## src/sv/fdf_pkg.sv

```systemverilog
package fdf_pkg;

  // Frame geometry
  localparam int MaxPayload  = 48;
  localparam int HeaderBytes = 7;
  localparam int StoreDepth  = HeaderBytes + MaxPayload + 1;
  localparam int AddrW       = $clog2(StoreDepth);
  localparam int CntW        = $clog2(StoreDepth + 1);

  // Register reset values
  localparam logic [7:0] StartFlagRst = 8'h02;
  localparam logic [7:0] EndFlagRst   = 8'h03;

  // Register indexes
  localparam logic RegStartFlag = 1'b0;
  localparam logic RegEndFlag   = 1'b1;

  typedef logic [AddrW-1:0] addr_t;
  typedef logic [CntW-1:0]  cnt_t;

  // Parser field phase
  typedef enum logic [2:0] {
    PH_HUNT,
    PH_SEQ,
    PH_TYPE,
    PH_LEN,
    PH_DATA,
    PH_END
  } phase_e;

  // Controller to datapath
  typedef struct packed {
    logic append;      // store the accepted byte
    logic rd_scan;     // read the byte at the scan position
    logic exec;        // parse the current byte
    logic emit_rd;     // start one result of the frame run
    logic emit_ld;     // load a payload byte into the result register
    logic drop_frame;  // drop the emitted frame from the store
  } cmd_t;

  // Datapath to controller
  typedef struct packed {
    logic bypass_ok;   // room to store, byte can be parsed directly
    logic more;        // stored bytes still wait to be scanned
    logic end_match;   // end flag seen in the end slot
    logic len_zero;    // frame has no payload
    logic out_last;    // result register holds the last result
  } stat_t;

  // Circular store address: base plus offset, wrapped at the depth
  function automatic addr_t wrap_add(addr_t base, cnt_t off);
    logic [CntW:0] sum;
    sum = (CntW+1)'(base) + (CntW+1)'(off);
    if (sum >= (CntW+1)'(StoreDepth)) begin
      sum = sum - (CntW+1)'(StoreDepth);
    end
    return AddrW'(sum);
  endfunction

endpackage

```

## src/sv/framed_packet_deframer_core.sv

```systemverilog
// A clean byte is parsed in the cycle after acceptance; a new byte is accepted only once the last
// one is parsed, and not while a frame closes or stored bytes are replayed. Each replayed byte takes a
// stored-byte read on the single store read port followed by the parse step. A closing frame gives
// its results one at a time (read, load, handshake), or read and handshake for the empty-frame marker.
// Reset (rst_ni low, asynchronous) empties the store, returns the parser to start-flag hunt and
// loads start flag 0x02 and end flag 0x03.
module framed_packet_deframer_core (
  input  logic        clk_i,
  input  logic        rst_ni,
  input  logic        s_axis_tvalid,
  output logic        s_axis_tready,
  input  logic [7:0]  s_axis_tdata,   // [7:0] rx_byte
  output logic        m_axis_tvalid,
  input  logic        m_axis_tready,
  // [15:0] seq_number, [23:16] frame_type, [29:24] payload_length,
  // [37:30] payload_byte, [39:38] zero
  output logic [39:0] m_axis_tdata,
  output logic        m_axis_tuser,   // [0] byte_valid
  output logic        m_axis_tlast,
  input  logic        cfg_we_i,
  input  logic        cfg_idx_i,
  input  logic [7:0]  cfg_data_i
);

  fdf_pkg::cmd_t  cmd;
  fdf_pkg::stat_t stat;
  logic [15:0]    seq;
  logic [7:0]     ftype;
  logic [5:0]     plen;
  logic [7:0]     pbyte;

  fdf_ctrl u_ctrl (
    .clk_i      (clk_i),
    .rst_ni     (rst_ni),
    .in_valid_i (s_axis_tvalid),
    .in_ready_o (s_axis_tready),
    .out_valid_o(m_axis_tvalid),
    .out_ready_i(m_axis_tready),
    .stat_i     (stat),
    .cmd_o      (cmd)
  );

  fdf_datapath u_dp (
    .clk_i     (clk_i),
    .rst_ni    (rst_ni),
    .cmd_i     (cmd),
    .stat_o    (stat),
    .in_byte_i (s_axis_tdata),
    .cfg_we_i  (cfg_we_i),
    .cfg_idx_i (cfg_idx_i),
    .cfg_data_i(cfg_data_i),
    .seq_o     (seq),
    .type_o    (ftype),
    .len_o     (plen),
    .byte_o    (pbyte),
    .bvalid_o  (m_axis_tuser),
    .last_o    (m_axis_tlast)
  );

  // Pack the result fields
  assign m_axis_tdata = {2'b00, pbyte, plen, ftype, seq};

endmodule

```

## src/sv/fdf_ram.sv

```systemverilog
module fdf_ram #(
  parameter int Width = 8,
  parameter int Depth = 56
) (
  input  logic                     clk_i,
  input  logic                     we_i,
  input  logic [$clog2(Depth)-1:0] waddr_i,
  input  logic [Width-1:0]         wdata_i,
  input  logic                     re_i,
  input  logic [$clog2(Depth)-1:0] raddr_i,
  output logic [Width-1:0]         rdata_o
);

  logic [Width-1:0] mem_q [Depth];
  logic [Width-1:0] rdata_q;

  // Write port and registered read port
  always_ff @(posedge clk_i) begin
    if (we_i) begin
      mem_q[waddr_i] <= wdata_i;
    end
    if (re_i) begin
      rdata_q <= mem_q[raddr_i];
    end
  end

  assign rdata_o = rdata_q;

endmodule

```

## src/sv/fdf_ctrl.sv

```systemverilog
module fdf_ctrl (
  input  logic          clk_i,
  input  logic          rst_ni,
  input  logic          in_valid_i,
  output logic          in_ready_o,
  output logic          out_valid_o,
  input  logic          out_ready_i,
  input  fdf_pkg::stat_t stat_i,
  output fdf_pkg::cmd_t  cmd_o
);

  typedef enum logic [2:0] {
    ST_IDLE,
    ST_READ,
    ST_EXEC,
    ST_EMIT_RD,
    ST_EMIT_LD,
    ST_HOLD
  } state_e;

  state_e state_q, state_d;
  logic   ready_q;
  logic   valid_q;

  // Sequence the datapath
  always_comb begin
    state_d = state_q;
    cmd_o   = '0;
    unique case (state_q)
      ST_IDLE: begin
        if (in_valid_i && ready_q) begin
          cmd_o.append = 1'b1;
          state_d      = stat_i.bypass_ok ? ST_EXEC : ST_READ;
        end
      end
      ST_READ: begin
        if (stat_i.more) begin
          cmd_o.rd_scan = 1'b1;
          state_d       = ST_EXEC;
        end else begin
          state_d = ST_IDLE;
        end
      end
      ST_EXEC: begin
        if (stat_i.end_match) begin
          state_d = ST_EMIT_RD;
        end else begin
          cmd_o.exec = 1'b1;
          state_d    = stat_i.more ? ST_READ : ST_IDLE;
        end
      end
      ST_EMIT_RD: begin
        cmd_o.emit_rd = 1'b1;
        state_d       = stat_i.len_zero ? ST_HOLD : ST_EMIT_LD;
      end
      ST_EMIT_LD: begin
        cmd_o.emit_ld = 1'b1;
        state_d       = ST_HOLD;
      end
      ST_HOLD: begin
        if (out_ready_i && valid_q) begin
          if (stat_i.out_last) begin
            cmd_o.drop_frame = 1'b1;
            state_d          = stat_i.more ? ST_READ : ST_IDLE;
          end else begin
            state_d = ST_EMIT_RD;
          end
        end
      end
      default: state_d = ST_IDLE;
    endcase
  end

  // Hold state and handshake outputs
  always_ff @(posedge clk_i or negedge rst_ni) begin
    if (!rst_ni) begin
      state_q <= ST_IDLE;
      ready_q <= 1'b1;
      valid_q <= 1'b0;
    end else begin
      state_q <= state_d;
      ready_q <= (state_d == ST_IDLE);
      valid_q <= (state_d == ST_HOLD);
    end
  end

  assign in_ready_o  = ready_q;
  assign out_valid_o = valid_q;

endmodule

```

## src/sv/fdf_datapath.sv

```systemverilog
module fdf_datapath (
  input  logic           clk_i,
  input  logic           rst_ni,
  input  fdf_pkg::cmd_t  cmd_i,
  output fdf_pkg::stat_t stat_o,
  input  logic [7:0]     in_byte_i,
  input  logic           cfg_we_i,
  input  logic           cfg_idx_i,
  input  logic [7:0]     cfg_data_i,
  output logic [15:0]    seq_o,
  output logic [7:0]     type_o,
  output logic [5:0]     len_o,
  output logic [7:0]     byte_o,
  output logic           bvalid_o,
  output logic           last_o
);

  // Configuration
  logic [7:0] start_q, end_q;

  // Store pointers and parser
  fdf_pkg::addr_t  base_q, base_d;
  fdf_pkg::cnt_t   count_q, count_d;
  fdf_pkg::cnt_t   scan_q, scan_d;
  fdf_pkg::cnt_t   fidx_q, fidx_d;
  fdf_pkg::cnt_t   eidx_q, eidx_d;
  fdf_pkg::phase_e phase_q, phase_d;
  logic [15:0]     seq_q, seq_d;
  logic [7:0]      type_q, type_d;
  logic [15:0]     len_q, len_d;

  // Bypass of the byte just stored
  logic [7:0] byte_q, byte_d;
  logic       byp_q, byp_d;

  // Result register
  logic [7:0] obyte_q, obyte_d;
  logic       obv_q, obv_d;
  logic       olast_q, olast_d;

  // Store port signals
  logic           we, re;
  fdf_pkg::addr_t waddr, raddr;
  fdf_pkg::cnt_t  roff;
  logic [7:0]     rdata;
  logic [7:0]     cur;
  logic [15:0]    new_len;
  logic           do_drop;
  fdf_pkg::cnt_t  drop_n;

  fdf_ram #(
    .Width(8),
    .Depth(fdf_pkg::StoreDepth)
  ) u_store (
    .clk_i  (clk_i),
    .we_i   (we),
    .waddr_i(waddr),
    .wdata_i(in_byte_i),
    .re_i   (re),
    .raddr_i(raddr),
    .rdata_o(rdata)
  );

  assign cur     = byp_q ? byte_q : rdata;
  assign new_len = {cur, len_q[7:0]};
  assign waddr   = fdf_pkg::wrap_add(base_q, count_q);
  assign roff    = cmd_i.emit_rd ? fdf_pkg::cnt_t'(fdf_pkg::HeaderBytes) + eidx_q : scan_q;
  assign raddr   = fdf_pkg::wrap_add(base_q, roff);

  // Parse, store and emit
  always_comb begin
    base_d  = base_q;
    count_d = count_q;
    scan_d  = scan_q;
    fidx_d  = fidx_q;
    eidx_d  = eidx_q;
    phase_d = phase_q;
    seq_d   = seq_q;
    type_d  = type_q;
    len_d   = len_q;
    byte_d  = byte_q;
    byp_d   = byp_q;
    obyte_d = obyte_q;
    obv_d   = obv_q;
    olast_d = olast_q;
    we      = 1'b0;
    re      = 1'b0;
    do_drop = 1'b0;
    drop_n  = fdf_pkg::cnt_t'(1);

    // Append the accepted byte, keep a copy for direct parsing
    if (cmd_i.append) begin
      if (count_q < fdf_pkg::cnt_t'(fdf_pkg::StoreDepth)) begin
        we      = 1'b1;
        count_d = count_q + fdf_pkg::cnt_t'(1);
        byte_d  = in_byte_i;
        byp_d   = 1'b1;
      end else begin
        byp_d = 1'b0;
      end
    end

    if (cmd_i.rd_scan) begin
      re    = 1'b1;
      byp_d = 1'b0;
    end

    // Advance the parser by one byte
    if (cmd_i.exec) begin
      case (phase_q)
        fdf_pkg::PH_HUNT: begin
          if (cur == start_q) begin
            phase_d = fdf_pkg::PH_SEQ;
            fidx_d  = '0;
            scan_d  = fdf_pkg::cnt_t'(1);
          end else begin
            do_drop = 1'b1;
          end
        end
        fdf_pkg::PH_SEQ: begin
          if (fidx_q == '0) begin
            seq_d = {8'h00, cur};
          end else begin
            seq_d = {cur, seq_q[7:0]};
          end
          scan_d = scan_q + fdf_pkg::cnt_t'(1);
          fidx_d = fidx_q + fdf_pkg::cnt_t'(1);
          if (fidx_q != '0) begin
            phase_d = fdf_pkg::PH_TYPE;
            fidx_d  = '0;
          end
        end
        fdf_pkg::PH_TYPE: begin
          if (fidx_q == '0) begin
            type_d = cur;
          end
          scan_d = scan_q + fdf_pkg::cnt_t'(1);
          fidx_d = fidx_q + fdf_pkg::cnt_t'(1);
          if (fidx_q != '0) begin
            phase_d = fdf_pkg::PH_LEN;
            fidx_d  = '0;
          end
        end
        fdf_pkg::PH_LEN: begin
          scan_d = scan_q + fdf_pkg::cnt_t'(1);
          if (fidx_q == '0) begin
            len_d  = {8'h00, cur};
            fidx_d = fidx_q + fdf_pkg::cnt_t'(1);
          end else begin
            len_d  = new_len;
            fidx_d = '0;
            if (new_len > 16'(fdf_pkg::MaxPayload)) begin
              do_drop = 1'b1;
            end else if (new_len == 16'h0000) begin
              phase_d = fdf_pkg::PH_END;
            end else begin
              phase_d = fdf_pkg::PH_DATA;
            end
          end
        end
        fdf_pkg::PH_DATA: begin
          scan_d = scan_q + fdf_pkg::cnt_t'(1);
          fidx_d = fidx_q + fdf_pkg::cnt_t'(1);
          if ((16'(fidx_q) + 16'h0001) >= len_q) begin
            phase_d = fdf_pkg::PH_END;
            fidx_d  = '0;
          end
        end
        default: begin
          // Wrong end flag: drop the start flag and rescan
          do_drop = 1'b1;
        end
      endcase
    end

    // Start one result: marker for an empty frame, else fetch a payload byte
    if (cmd_i.emit_rd) begin
      if (len_q == 16'h0000) begin
        obyte_d = 8'h00;
        obv_d   = 1'b0;
        olast_d = 1'b1;
      end else begin
        re = 1'b1;
      end
    end

    if (cmd_i.emit_ld) begin
      obyte_d = rdata;
      obv_d   = 1'b1;
      olast_d = ((eidx_q + fdf_pkg::cnt_t'(1)) == fdf_pkg::cnt_t'(len_q[5:0]));
      eidx_d  = eidx_q + fdf_pkg::cnt_t'(1);
    end

    // Drop the whole frame up to its end flag
    if (cmd_i.drop_frame) begin
      do_drop = 1'b1;
      drop_n  = scan_q + fdf_pkg::cnt_t'(1);
    end

    if (do_drop) begin
      count_d = (drop_n >= count_q) ? '0 : count_q - drop_n;
      base_d  = fdf_pkg::wrap_add(base_q, drop_n);
      scan_d  = '0;
      fidx_d  = '0;
      eidx_d  = '0;
      phase_d = fdf_pkg::PH_HUNT;
    end
  end

  // Status to the controller
  assign stat_o.bypass_ok = (count_q < fdf_pkg::cnt_t'(fdf_pkg::StoreDepth));
  assign stat_o.more      = (scan_d < count_d);
  assign stat_o.end_match = (phase_q == fdf_pkg::PH_END) && (cur == end_q);
  assign stat_o.len_zero  = (len_q == 16'h0000);
  assign stat_o.out_last  = olast_q;

  // Control and header registers
  always_ff @(posedge clk_i or negedge rst_ni) begin
    if (!rst_ni) begin
      start_q <= fdf_pkg::StartFlagRst;
      end_q   <= fdf_pkg::EndFlagRst;
      base_q  <= '0;
      count_q <= '0;
      scan_q  <= '0;
      fidx_q  <= '0;
      eidx_q  <= '0;
      phase_q <= fdf_pkg::PH_HUNT;
      seq_q   <= '0;
      type_q  <= '0;
      len_q   <= '0;
      byp_q   <= 1'b0;
    end else begin
      if (cfg_we_i) begin
        unique case (cfg_idx_i)
          fdf_pkg::RegStartFlag: start_q <= cfg_data_i;
          fdf_pkg::RegEndFlag:   end_q   <= cfg_data_i;
          default: ;
        endcase
      end
      base_q  <= base_d;
      count_q <= count_d;
      scan_q  <= scan_d;
      fidx_q  <= fidx_d;
      eidx_q  <= eidx_d;
      phase_q <= phase_d;
      seq_q   <= seq_d;
      type_q  <= type_d;
      len_q   <= len_d;
      byp_q   <= byp_d;
    end
  end

  // Payload registers
  always_ff @(posedge clk_i) begin
    byte_q  <= byte_d;
    obyte_q <= obyte_d;
    obv_q   <= obv_d;
    olast_q <= olast_d;
  end

  assign seq_o    = seq_q;
  assign type_o   = type_q;
  assign len_o    = len_q[5:0];
  assign byte_o   = obyte_q;
  assign bvalid_o = obv_q;
  assign last_o   = olast_q;

endmodule

```

## config.mk

```make
export PLATFORM = sky130hd
export DESIGN_NAME = framed_packet_deframer_core
export DESIGN_NICKNAME = d
export VERILOG_FILES = /design/src/sv/fdf_pkg.sv /design/src/sv/framed_packet_deframer_core.sv /design/src/sv/fdf_ram.sv /design/src/sv/fdf_ctrl.sv /design/src/sv/fdf_datapath.sv
export SDC_FILE = /design/constraint.sdc
export NUM_CORES = 1
export LEC_CHECK = 0
export ABC_AREA = 1
export BUFFER_PORTS_ARGS = -buffer_cell sky130_fd_sc_hd__buf_2
export CAP_MARGIN = 20
export CORE_MARGIN = 3
export CORE_UTILIZATION = 46
export CTS_CLUSTER_DIAMETER = 100
export DETAILED_ROUTE_END_ITERATION = 7
export GPL_TIMING_DRIVEN = 0
export PLACE_DENSITY_LB_ADDON = 0.3
export SETUP_SLACK_MARGIN = 0.05
export SKIP_CTS_REPAIR_TIMING = 1
export SLEW_MARGIN = 20
export SYNTH_ARGS = -nofsm -noshare
export SYNTH_HDL_FRONTEND = slang
export SYNTH_SLANG_ARGS = --single-unit
```

## constraint.sdc

```tcl
create_clock -name clk_i -period 5.5 [get_ports clk_i]
set_input_delay 1.1 -clock clk_i [delete_from_list [all_inputs] [get_ports clk_i]]
set_output_delay 1.1 -clock clk_i [all_outputs]
set_load 0.02 [all_outputs]
```

# Yosys cells after proc, flatten, opt, wreduce, memory -nomap -nowiden
# Memories as Yosys holds them, arrays and structs flattened. A register that Yosys moved wholly into a read port is not among the register bits.
# Index checks and enable logic that the tools add are counted.
dict set report word_totals {
  ram_bits 448
  output_inout_bits 44
  regBits 113
  mem_count 1
  latchBits 0
  input_bits 22
  rom_bits 0
}
dict set report classes {
  n_reduce_logical 32
  add_sub_neg 13
  div_mod_pow 0
  n_shift 0
  n_mux 76
  n_mul 0
  bitwise 1
  n_eq_ne 20
  magnitude_cmp 8
}
# name depth width rd rd_ports_with_merged_regs wr line
set memory_table {}
lappend memory_table {u_dp.u_store.mem_q 56 8 1 1 1 fdf_ram.sv:14} ;# logic [Width-1:0] mem_q [Depth];
# cell count
set ops {}
lappend ops {{$mux 6} 20}
lappend ops {{$mux 3} 12}
lappend ops {{$logic_not 16->1} 2}
lappend ops {{$mux 16} 2}
lappend ops {{$mux 8} 4}
lappend ops {{$mux 1} 31}
lappend ops {{$add 6x1->6 const B} 4}
lappend ops {{$pmux 6 s4} 1}
lappend ops {{$add 6x6->7} 3}
lappend ops {{$ge 7x6->1 const B} 3}
lappend ops {{$pmux 3 s6} 1}
lappend ops {{$sub 6x6->6 const B} 3}
lappend ops {{$eq 8x8->1} 2}
lappend ops {{$ge 16x16->1} 1}
lappend ops {{$gt 16x6->1 const B} 1}
lappend ops {{$eq 3x3->1 const B} 5}
lappend ops {{$pmux 3 s5} 1}
lappend ops {{$reduce_and 2->1} 7}
lappend ops {{$eq 3x2->1 const B} 4}
lappend ops {{$ne 3x1->1 const B} 4}
lappend ops {{$pmux 6 s2} 1}
lappend ops {{$reduce_and 3->1} 4}
lappend ops {{$reduce_bool 6->1} 2}
lappend ops {{$reduce_bool 2->1} 5}
lappend ops {{other kinds (20)} 27}

# Logic depth before layout (Yosys ltp)
# Gate-level depths: netlist of run 1.
dict set report logic_depth {
  ltp_word 14
  mapped_depth 29
}

# Hierarchy
# Synthesis of run 1 repeated with hierarchy kept, for this count alone.
dict set report unflattened {
  hier_cells 2559
  hier_area_um2 26031.2
}
# mod area_per_inst_um2 cells_per_inst seq_area_each_um2 n_inst
set by_module_without_submodules {}
lappend by_module_without_submodules {fdf_ram 18919.4 1651 13693.1 1}
lappend by_module_without_submodules {fdf_datapath 6757.7 854 2786.4 1}
lappend by_module_without_submodules {fdf_ctrl 335.3 51 126.4 1}
lappend by_module_without_submodules {framed_packet_deframer_core 18.8 3 0.0 1}

# Worst setup path before layout of run 1
# Ideal clock, no wire load.
dict set report synth_path {
  path_kind {input to register}
  startpoint {input m_axis_tready}
  endpoint {register u_dp.u_store.rdata_q[0] (netlist: u_dp.u_store.rdata_o[0]), read port of u_dp.u_store.mem_q (enable)}
  t_arrival_ns 4.377
  path_buffers 0
  setup_slack_ns 0.739
  setup_ns 0.384
  stages 25
  cell_sequence {nand2_1 > inv_1 > nand2_1 > nor2_1 > inv_1 > nor2_1 > inv_1 > ha_1 > o21ai_0 > nand2_1 > nand2_1 > nand2_1 > a21oi_1 > a41oi_1 > inv_1 > a21oi_1 > o21ai_0 > o21ai_0 > inv_1 > ha_1 > nand2_1 > nor2_1 > a211oi_1 > nand3_2 > o21ai_0}
}
dict set report synth_between {
  elab_chain_cells 13
  word_cells_on_any_way 16
  cone_classes {add/sub: 1; order compare: 2; mux: 12; reduce/logical: 1}
}
# element line
set synth_rtl {}
lappend synth_rtl {{start, declared} framed_packet_deframer_core.sv:14} ;# input logic m_axis_tready,
lappend synth_rtl {{$logic_and 1x1->1 (*)} fdf_ctrl.sv:61} ;# if (out_ready_i && valid_q) begin
lappend synth_rtl {{$mux 1 (*)} fdf_ctrl.sv:61}
lappend synth_rtl {{$mux 1 (*)} fdf_ctrl.sv:29} ;# unique case (state_q)
lappend synth_rtl {{$mux 6} fdf_datapath.sv:195} ;# if (cmd_i.drop_frame) begin
lappend synth_rtl {{$sub 6x6->6 or $ge 6x6->1 (tied branches)} fdf_datapath.sv:201} ;# count_d = (drop_n >= count_q) ? '0 : count_q - drop_n;
lappend synth_rtl {{$mux 6} fdf_datapath.sv:201}
lappend synth_rtl {{$mux 6 (*)} fdf_datapath.sv:200} ;# if (do_drop) begin
lappend synth_rtl {{via u_dp.count_d[5]} fdf_datapath.sv:23} ;# fdf_pkg::cnt_t count_q, count_d;
lappend synth_rtl {{$lt 6x6->1 (*)} fdf_datapath.sv:212} ;# assign stat_o.more = (scan_d < count_d);
lappend synth_rtl {{$mux 1 (*)} fdf_ctrl.sv:37} ;# if (stat_i.more) begin
lappend synth_rtl {{$mux 1 (*)} fdf_ctrl.sv:29}
lappend synth_rtl {{$mux 1 (*)} fdf_datapath.sv:103} ;# if (cmd_i.rd_scan) begin
lappend synth_rtl {{$mux 1} fdf_datapath.sv:178} ;# if (len_q == 16'h0000) begin
lappend synth_rtl {{$mux 1 (*)} fdf_datapath.sv:177} ;# if (cmd_i.emit_rd) begin
lappend synth_rtl {{via u_dp.re} fdf_datapath.sv:42} ;# logic we, re;
lappend synth_rtl {{end, declared} fdf_ram.sv:15} ;# logic [Width-1:0] rdata_q;
# Mark *: on every way through the listed nets, which the timed path passes. The rest lies on a longest branch.
# A chain may end at the register's enable or synchronous reset.

# Final worst setup path of run 1
dict set report layout_path {
  startpoint {register u_ctrl.state_q[1]}
  endpoint {register u_dp.u_store.rdata_q[2] (netlist: u_dp.u_store.rdata_o[2]), read port of u_dp.u_store.mem_q, data pin}
}
dict set report layout_between {
  elab_chain_cells 12
  word_cells_on_any_way 30
  cone_classes {add/sub: 3; order compare: 3; eq/ne: 4; mux: 19; reduce/logical: 1}
}
# element line
set layout_rtl {}
lappend layout_rtl {{start, declared} fdf_ctrl.sv:21} ;# state_e state_q, state_d;
lappend layout_rtl {{start signal, assigned} fdf_ctrl.sv:81} ;# state_q <= state_d;
lappend layout_rtl {{$eq 3x3->1} fdf_ctrl.sv:29}
lappend layout_rtl {{$mux 1} fdf_ctrl.sv:29}
lappend layout_rtl {{$mux 6} fdf_datapath.sv:195}
lappend layout_rtl {{$sub 6x6->6 or $ge 6x6->1 (tied branches)} fdf_datapath.sv:201}
lappend layout_rtl {{$mux 6} fdf_datapath.sv:201}
lappend layout_rtl {{$mux 6} fdf_datapath.sv:200}
lappend layout_rtl {{$lt 6x6->1} fdf_datapath.sv:212}
lappend layout_rtl {{$mux 1} fdf_ctrl.sv:37}
lappend layout_rtl {{$mux 1} fdf_ctrl.sv:29}
lappend layout_rtl {{$mux 1} fdf_datapath.sv:103}
lappend layout_rtl {{$mux 1} fdf_datapath.sv:178}
lappend layout_rtl {{$mux 1} fdf_datapath.sv:177}
# Several ways; a longest one is shown, not always the timed one.

==> flow_metrics.py, run 1 <==
metrics = {
    "timing": {
        "slew_headroom_pct": 24.5,
        "slew_viol_final": 0,
        "min_period_ns": 5.37,
        "timing.final.crit_share_pct": 97.6,
        "tightest_slew_ns": 1.12,
        "setup_viol": 0,
        "fmax_mhz": 186,
        "hold_viol_final": 0,
        "clock_skew_ns": 0.0482,
        "whs_ns": 0.342,
        "rsz0062_at_grt": "yes",
    },
    "placement": {
        "dpl.hpwl_mm": 45.8,
        "dpl_cell_area_mm2": 0.0266,
        "gp_congestion": 0.906,
        "port_buffers": 63,
    },
    "critical_path": {
        "path_common_cell": "nand2_1",
        "r2r-start": "u_ctrl.state_q[1]$_DFF_PN0_",
        "path_cells": "inv_1, nor3_1, inv_1, o21ai_0, inv_1, fa_1, clkbuf_1, clkbuf_1, o21ai_0, o22ai_1, o21ai_0, nand2_1, nand3_1, nand2_1, nand2_1, nand2_1",
        "cp_max_fo": 10,
        "path_class": "flop to flop",
        "critPathMaxStageDelay_ns": 0.80,
        "r2r.worst_path.cells": 16,
        "regToRegSetupSlack_ns": 0.13,
        "slowest_stage": "fa_1",
        "reg2reg_to": "u_dp.u_store.rdata_o[2]$_DFFE_PP_",
        "required_ns": 5.98,
        "worst_ep_arrival_time_ns": 5.85,
        "worst_setup_path_end_kind": "flop",
        "startpoint_type": "flop",
    },
    "drt": {
        "ant_nets": 0,
        "wire_per_inst_um": 21.4,
        "drt_first_pass_iters": 8,
        "vias_per_cell": 5.76,
        "drt_wl_total_mm": 68.0,
        "drt-initial-drc-count": 1953,
        "drc_errors": 0,
        "vias": 18311,
    },
    "grt": {
        "overflow": 0,
        "grt_pass1_vias": 17768,
        "grt_max_degree": 74,
        "grt_use_total_pct": 23.4,
        "grt_pass1_wl_mm": 103,
        "grt_antenna_before_repair": 0,
    },
    "synth": {
        "synth-seq-area-share_pct": 65.6,
        "synth_enable_flop_cells": 473,
        "synthTopCellsByCount": "473 x edfxtp_1, 358 x nand2_1, 355 x o21ai_0",
        "yosys.area.top_type": "edfxtp_1",
        "syn_avg_cell_area_um2": 11.0,
        "yosysMostFrequentCell": "edfxtp_1",
        "synthArstFlopShare_pct": 16.7,
        "synth_flop_cell": "edfxtp_1",
        "synth.ff_latch_count": 569,
        "synth_top_area_share_pct": 56.1,
        "synth_area_mm2": 0.0253,
        "yosys.cell_types.count": 55,
        "synthCells": 2310,
        "synthTopCellsByArea": "edfxtp_1 56%, dfrtp_1 9.0%, o21ai_0 7.0%",
        "yosys_warnings": 0,
    },
    "cts": {
        "cts_sinks": 569,
        "clk_latency_ns": 0.64,
        "cts_max_level": 2,
        "cts_tree": "yes",
        "cts-buffers-inserted": 58,
        "cts_buffer_depth": 3,
        "root_buffer": "clkbuf_16",
        "clk_pin_slew_ns": 0.06,
    },
    "floorplan": {
        "ioPinCount": 66,
        "die_x_um": 241,
        "dieArea_mm2": 0.0579,
        "start_util_pct": 46.8,
        "die_h_um": 241,
        "core-area_mm2": 0.0541,
        "rows": 85,
    },
    "layout": {
        "fin_area_mm2": 0.0284,
        "fill_cells": 4652,
        "layout-drive-gt1-share_pct": 9.70,
        "final_nets": 2511,
        "n_antenna_cell": 0,
        "synthToLayoutAreaGrowth_pct": 12.4,
    },
    "run": {
        "max-cap-violations": 0,
    },
    "status": {
        "status": "finished, final reports clean",
    },
    "worst_hold_path": {
        "min_path_type": "primary input to asynchronous set/reset pin",
    },
}
==> flip-flops by register name, indices dropped and copies added, names as in the netlist <==
| register | count |
|---|---|
| u_dp.base_q | 6 |
| u_dp.phase_q | 3 |
| u_ctrl.in_ready_o | 1 |
| u_dp.count_q | 6 |
| u_ctrl.out_valid_o | 1 |
| u_dp.type_o | 8 |
| u_ctrl.state_q | 3 |
| u_dp.len_q | 16 |
| u_dp.end_q | 8 |
| u_dp.byte_q | 8 |
| u_dp.byp_q | 1 |
| u_dp.seq_o | 16 |
| u_dp.byte_o | 8 |
| u_dp.last_o | 1 |
| u_dp.bvalid_o | 1 |
| u_dp.u_store.mem_q | 448 |
| u_dp.scan_q | 6 |
| u_dp.fidx_q | 6 |
| u_dp.eidx_q | 6 |
| u_dp.start_q | 8 |
| u_dp.u_store.rdata_o | 8 |
==> cells by family after synthesis <==
family / count (synthesis) / synth area share, %
simple gates: 843 / 13.6
fa+ha+maj: 49 / 2.54
xor+xnor: 37 / 1.59
buf+inv: 273 / 4.46
other cells: 1 / 0.0148
compound gates: 538 / 12.2
flops: 569 / 65.6
==> critical path, delay by kind of cell, from the launching register on <==
family,cells,cell delay [ns]
buffers and inverters,5,1.70
AND/OR/NAND/NOR,6,1.29
AO/OA/AOI/OAI,4,1.06
adder cells (fa/ha/maj),1,0.80
flip-flops,1,0.37
==> metrics by stage <==
stage / util (%) / TNS, ns / setup slack (ns) / cells
final: 52.6 / 0 / 0.130 / 3181
after global placement: 49.0 / -1.97 / -0.247 / 3070
after floorplan: - / 0 / 0.739 / 2311
after detailed placement: 49.2 / -2.69 / -0.336 / 3074
after CTS: 52.4 / 0 / 0.296 / 3179
after global routing: 52.6 / -2.33 / -0.194 / 3181
==> layout make-up <==
cell class              count  area, µm²  area share, %
inverters                 157        596           2.09
multi-input cells        1469       7680           27.0
flip-flops and latches    569      16600           58.4
well taps                 696        871           3.06
clock buffers              81       1570           5.52
clock inverters            24        181          0.638
repair buffers             69        413           1.45
plain buffers             116        533           1.87
==> metal layers <==
layer  vias up  share of wire (%)  track usage (%)
met5         -                  0                0
met1      8875                 41             31.6
met3       154                7.8             3.30
li1       8420                  -                -
met4         0                3.7             9.20
met2       862                 47             38.5
==> how the worst max path moves through the flow <==
stage                                     start                                 to
floorplan                         m_axis_tready  u_dp.u_store.rdata_o[0]$_DFFE_PP_
global placement                  m_axis_tready  u_dp.u_store.rdata_o[5]$_DFFE_PP_
detailed placement                m_axis_tready  u_dp.u_store.rdata_o[1]$_DFFE_PP_
CTS                 u_ctrl.state_q[1]$_DFF_PN0_  u_dp.u_store.rdata_o[5]$_DFFE_PP_
global route        u_ctrl.state_q[1]$_DFF_PN0_  u_dp.u_store.rdata_o[5]$_DFFE_PP_
finish              u_ctrl.state_q[1]$_DFF_PN0_  u_dp.u_store.rdata_o[2]$_DFFE_PP_
==> cell usage in the layout (no fill, tap or decap), types with 3 or more instances in the layout <==
master / n
xor2_1: 25
clkbuf_16: 59
o22ai_1: 62
inv_2: 6
clkbuf_1: 112
clkinv_2: 12
nor2_1: 333
dfstp_2: 4
nand2_2: 14
nand3_2: 5
xnor2_2: 3
xnor2_1: 6
or2_2: 6
o221ai_1: 57
xor2_4: 3
dfrtp_1: 91
nand2_1: 358
buf_6: 6
o21ai_0: 354
buf_2: 64
ha_1: 45
o31ai_1: 3
clkinv_1: 8
o21ai_1: 4
fa_1: 4
a21oi_2: 3
nand4_1: 8
nor3_1: 18
o32ai_1: 3
edfxtp_1: 473
buf_4: 20
inv_1: 148
o211ai_1: 9
nand3_1: 75
a21oi_1: 30
nor3_2: 19
Power of run 1 is not shown: default switching activity piles up to over one toggle a cycle in this logic, so the estimate is an artifact.
==> run 2: changes to the inputs <==
--- a/config.mk
+++ b/config.mk
@@ -10,2 +10,3 @@
 export CAP_MARGIN = 20
+export CORE_ASPECT_RATIO = 1.5
 export CORE_MARGIN = 3
==> constraint.sdc (replaced) <==
create_clock -name clk_i -period 5.5 [get_ports clk_i]
set_input_delay 0.275 -clock clk_i [delete_from_list [all_inputs] [get_ports clk_i]]
set_output_delay 0.275 -clock clk_i [all_outputs]
set_load 0.02 [all_outputs]
==> flow_metrics.py, run 2 (synthesis results as in run 1) <==
metrics = {
    "status": {
        "status": "finished, final reports clean",
    },
    "placement": {
        "gp_congestion": 0.949,
        "dpl_cell_area_mm2": 0.0266,
        "port_buffers": 63,
        "dpl.hpwl_mm": 48.7,
    },
    "cts": {
        "cts_tree": "yes",
        "cts_max_level": 2,
        "clk_latency_ns": 0.61,
        "cts-buffers-inserted": 53,
        "clk_pin_slew_ns": 0.07,
        "root_buffer": "clkbuf_16",
        "cts_buffer_depth": 3,
        "cts_sinks": 569,
    },
    "layout": {
        "n_antenna_cell": 0,
        "regArea_mm2": 0.0166,
        "final_util_pct": 52.8,
        "final_nets": 2512,
        "final_common_cell": "edfxtp_1",
        "synthToLayoutAreaGrowth_pct": 12.6,
        "multi_input_area_mm2": 0.00768,
        "layout-drive-gt1-share_pct": 9.87,
        "top_register": "u_dp.u_store.mem_q",
        "fin_area_mm2": 0.0285,
        "largest_reg_flops": 448,
        "fill_cells": 4660,
        "final_cell_mix": "473 x edfxtp_1, 358 x nand2_1, 354 x o21ai_0",
    },
    "grt": {
        "grt_use_total_pct": 23.8,
        "grt_max_degree": 75,
        "grt_pass1_wl_mm": 105,
        "grt_pass1_vias": 18043,
        "grt_antenna_before_repair": 0,
        "overflow": 0,
    },
    "timing": {
        "fmax_mhz": 201,
        "setup_viol": 0,
        "slew_headroom_pct": 24.8,
        "timing.final.crit_share_pct": 90.7,
        "rsz0062_at_grt": "no",
        "whs_ns": 0.0539,
        "slew_viol_final": 0,
        "min_period_ns": 4.99,
        "hold_viol_final": 0,
        "tightest_slew_ns": 1.12,
        "final.setup.tns_ns": 0,
        "clock_skew_ns": 0.0202,
    },
    "drt": {
        "ant_nets": 0,
        "drt_wl_total_mm": 69.4,
        "vias_per_cell": 5.68,
        "drc_errors": 0,
        "drt-initial-drc-count": 1534,
        "drt_first_pass_iters": 6,
        "vias": 18023,
        "wire_per_inst_um": 21.9,
    },
    "worst_hold_path": {
        "min_path_type": "primary input to flop",
        "worstHoldEndpoint": "u_dp.end_q[0]$_DFFE_PN1P_",
        "hold_start": "cfg_idx_i",
        "min_path_cells": 4,
    },
    "critical_path": {
        "critPathMaxStageDelay_ns": 0.57,
        "worst_ep_arrival_time_ns": 5.35,
        "path_class": "flop to flop",
        "regToRegSetupSlack_ns": 0.51,
        "worst_setup_path_end_kind": "flop",
        "r2r-start": "u_ctrl.state_q[1]$_DFF_PN0_",
        "cp_max_fo": 10,
        "path_cells": "inv_1, nor3_2, inv_1, o21ai_0, inv_1, fa_1, xnor2_2, clkbuf_1, buf_1, o221ai_1, o21ai_0, nand2_1, nand3_1, nand2_1, nand2_1, nand2_1",
        "r2r.worst_path.cells": 16,
        "reg2reg_to": "u_dp.u_store.rdata_o[3]$_DFFE_PP_",
        "path_common_cell": "nand2_1",
        "slowest_stage": "xnor2_2",
        "required_ns": 5.86,
        "startpoint_type": "flop",
    },
    "floorplan": {
        "start_util_pct": 46.9,
        "ioPinCount": 66,
        "die_x_um": 198,
        "core-area_mm2": 0.0540,
        "rows": 104,
        "dieArea_mm2": 0.0579,
        "die_h_um": 293,
    },
    "run": {
        "max-cap-violations": 0,
    },
}
[run 2: changes by cell type in the layout (fill, tap and decap cells not counted), moves of 4 or more]
cell / previous run / this run
dlygate4sd3_1: 0 / 9
clkinvlp_4: 2 / 8
clkbuf_1: 112 / 98
clkbuf_8: 1 / 5
clkbuf_16: 59 / 54
[run 2: how the worst max path moves through the flow]
stage | startpoint | to | slack [ns]
6_report | u_ctrl.state_q[1]$_DFF_PN0_ | u_dp.u_store.rdata_o[3]$_DFFE_PP_ | 0.51
5_1_grt | u_ctrl.state_q[1]$_DFF_PN0_ | u_dp.u_store.rdata_o[2]$_DFFE_PP_ | 0.08
4_1_cts | u_ctrl.state_q[1]$_DFF_PN0_ | u_dp.u_store.rdata_o[0]$_DFFE_PP_ | 0.22
3_5_place_dp | u_ctrl.state_q[1]$_DFF_PN0_ | u_dp.u_store.rdata_o[1]$_DFFE_PP_ | 0.20
3_3_place_gp | u_ctrl.state_q[1]$_DFF_PN0_ | u_dp.u_store.rdata_o[1]$_DFFE_PP_ | 0.35
2_1_floorplan | u_ctrl.state_q[1]$_DFF_PN0_ | u_dp.u_store.rdata_o[0]$_DFFE_PP_ | 1.34
[run 2: area by class of cell]
type	instances	share of cell area, %
buffer	116	1.87
multi-input combinational	1469	26.9
clock buffer	66	5.07
sequential	569	58.3
clock inverter	31	1.08
timing repair buffer	75	1.67
tap	689	3.02
inverter	157	2.09
[run 2: per-layer routing]
layer | up-vias | global-route usage (%) | share of wire [%]
li1 | 8426 | - | -
met1 | 8730 | 26.9 | 37
met2 | 661 | 43.6 | 52
met3 | 206 | 3.17 | 5.2
met4 | 0 | 12.7 | 5.9
met5 | - | 0 | 0
[run 2: critical path: cells and delay by family (launching register included)]
kind,cells,cell delay (ns)
flip-flops,1,0.37
adder cells (fa/ha/maj),1,0.46
AND/OR/NAND/NOR,6,0.89
buffers and inverters,5,1.42
XOR/XNOR,1,0.57
AO/OA/AOI/OAI,3,1.02
[run 2: per-stage QoR]
stage               worst slack (ns)  cells
floorplan                       1.34   2311
global placement               0.347   3063
detailed placement             0.201   3065
CTS                            0.220   3162
global route                  0.0822   3172
finish                         0.513   3172
Power of run 2 is left out for the same reason.
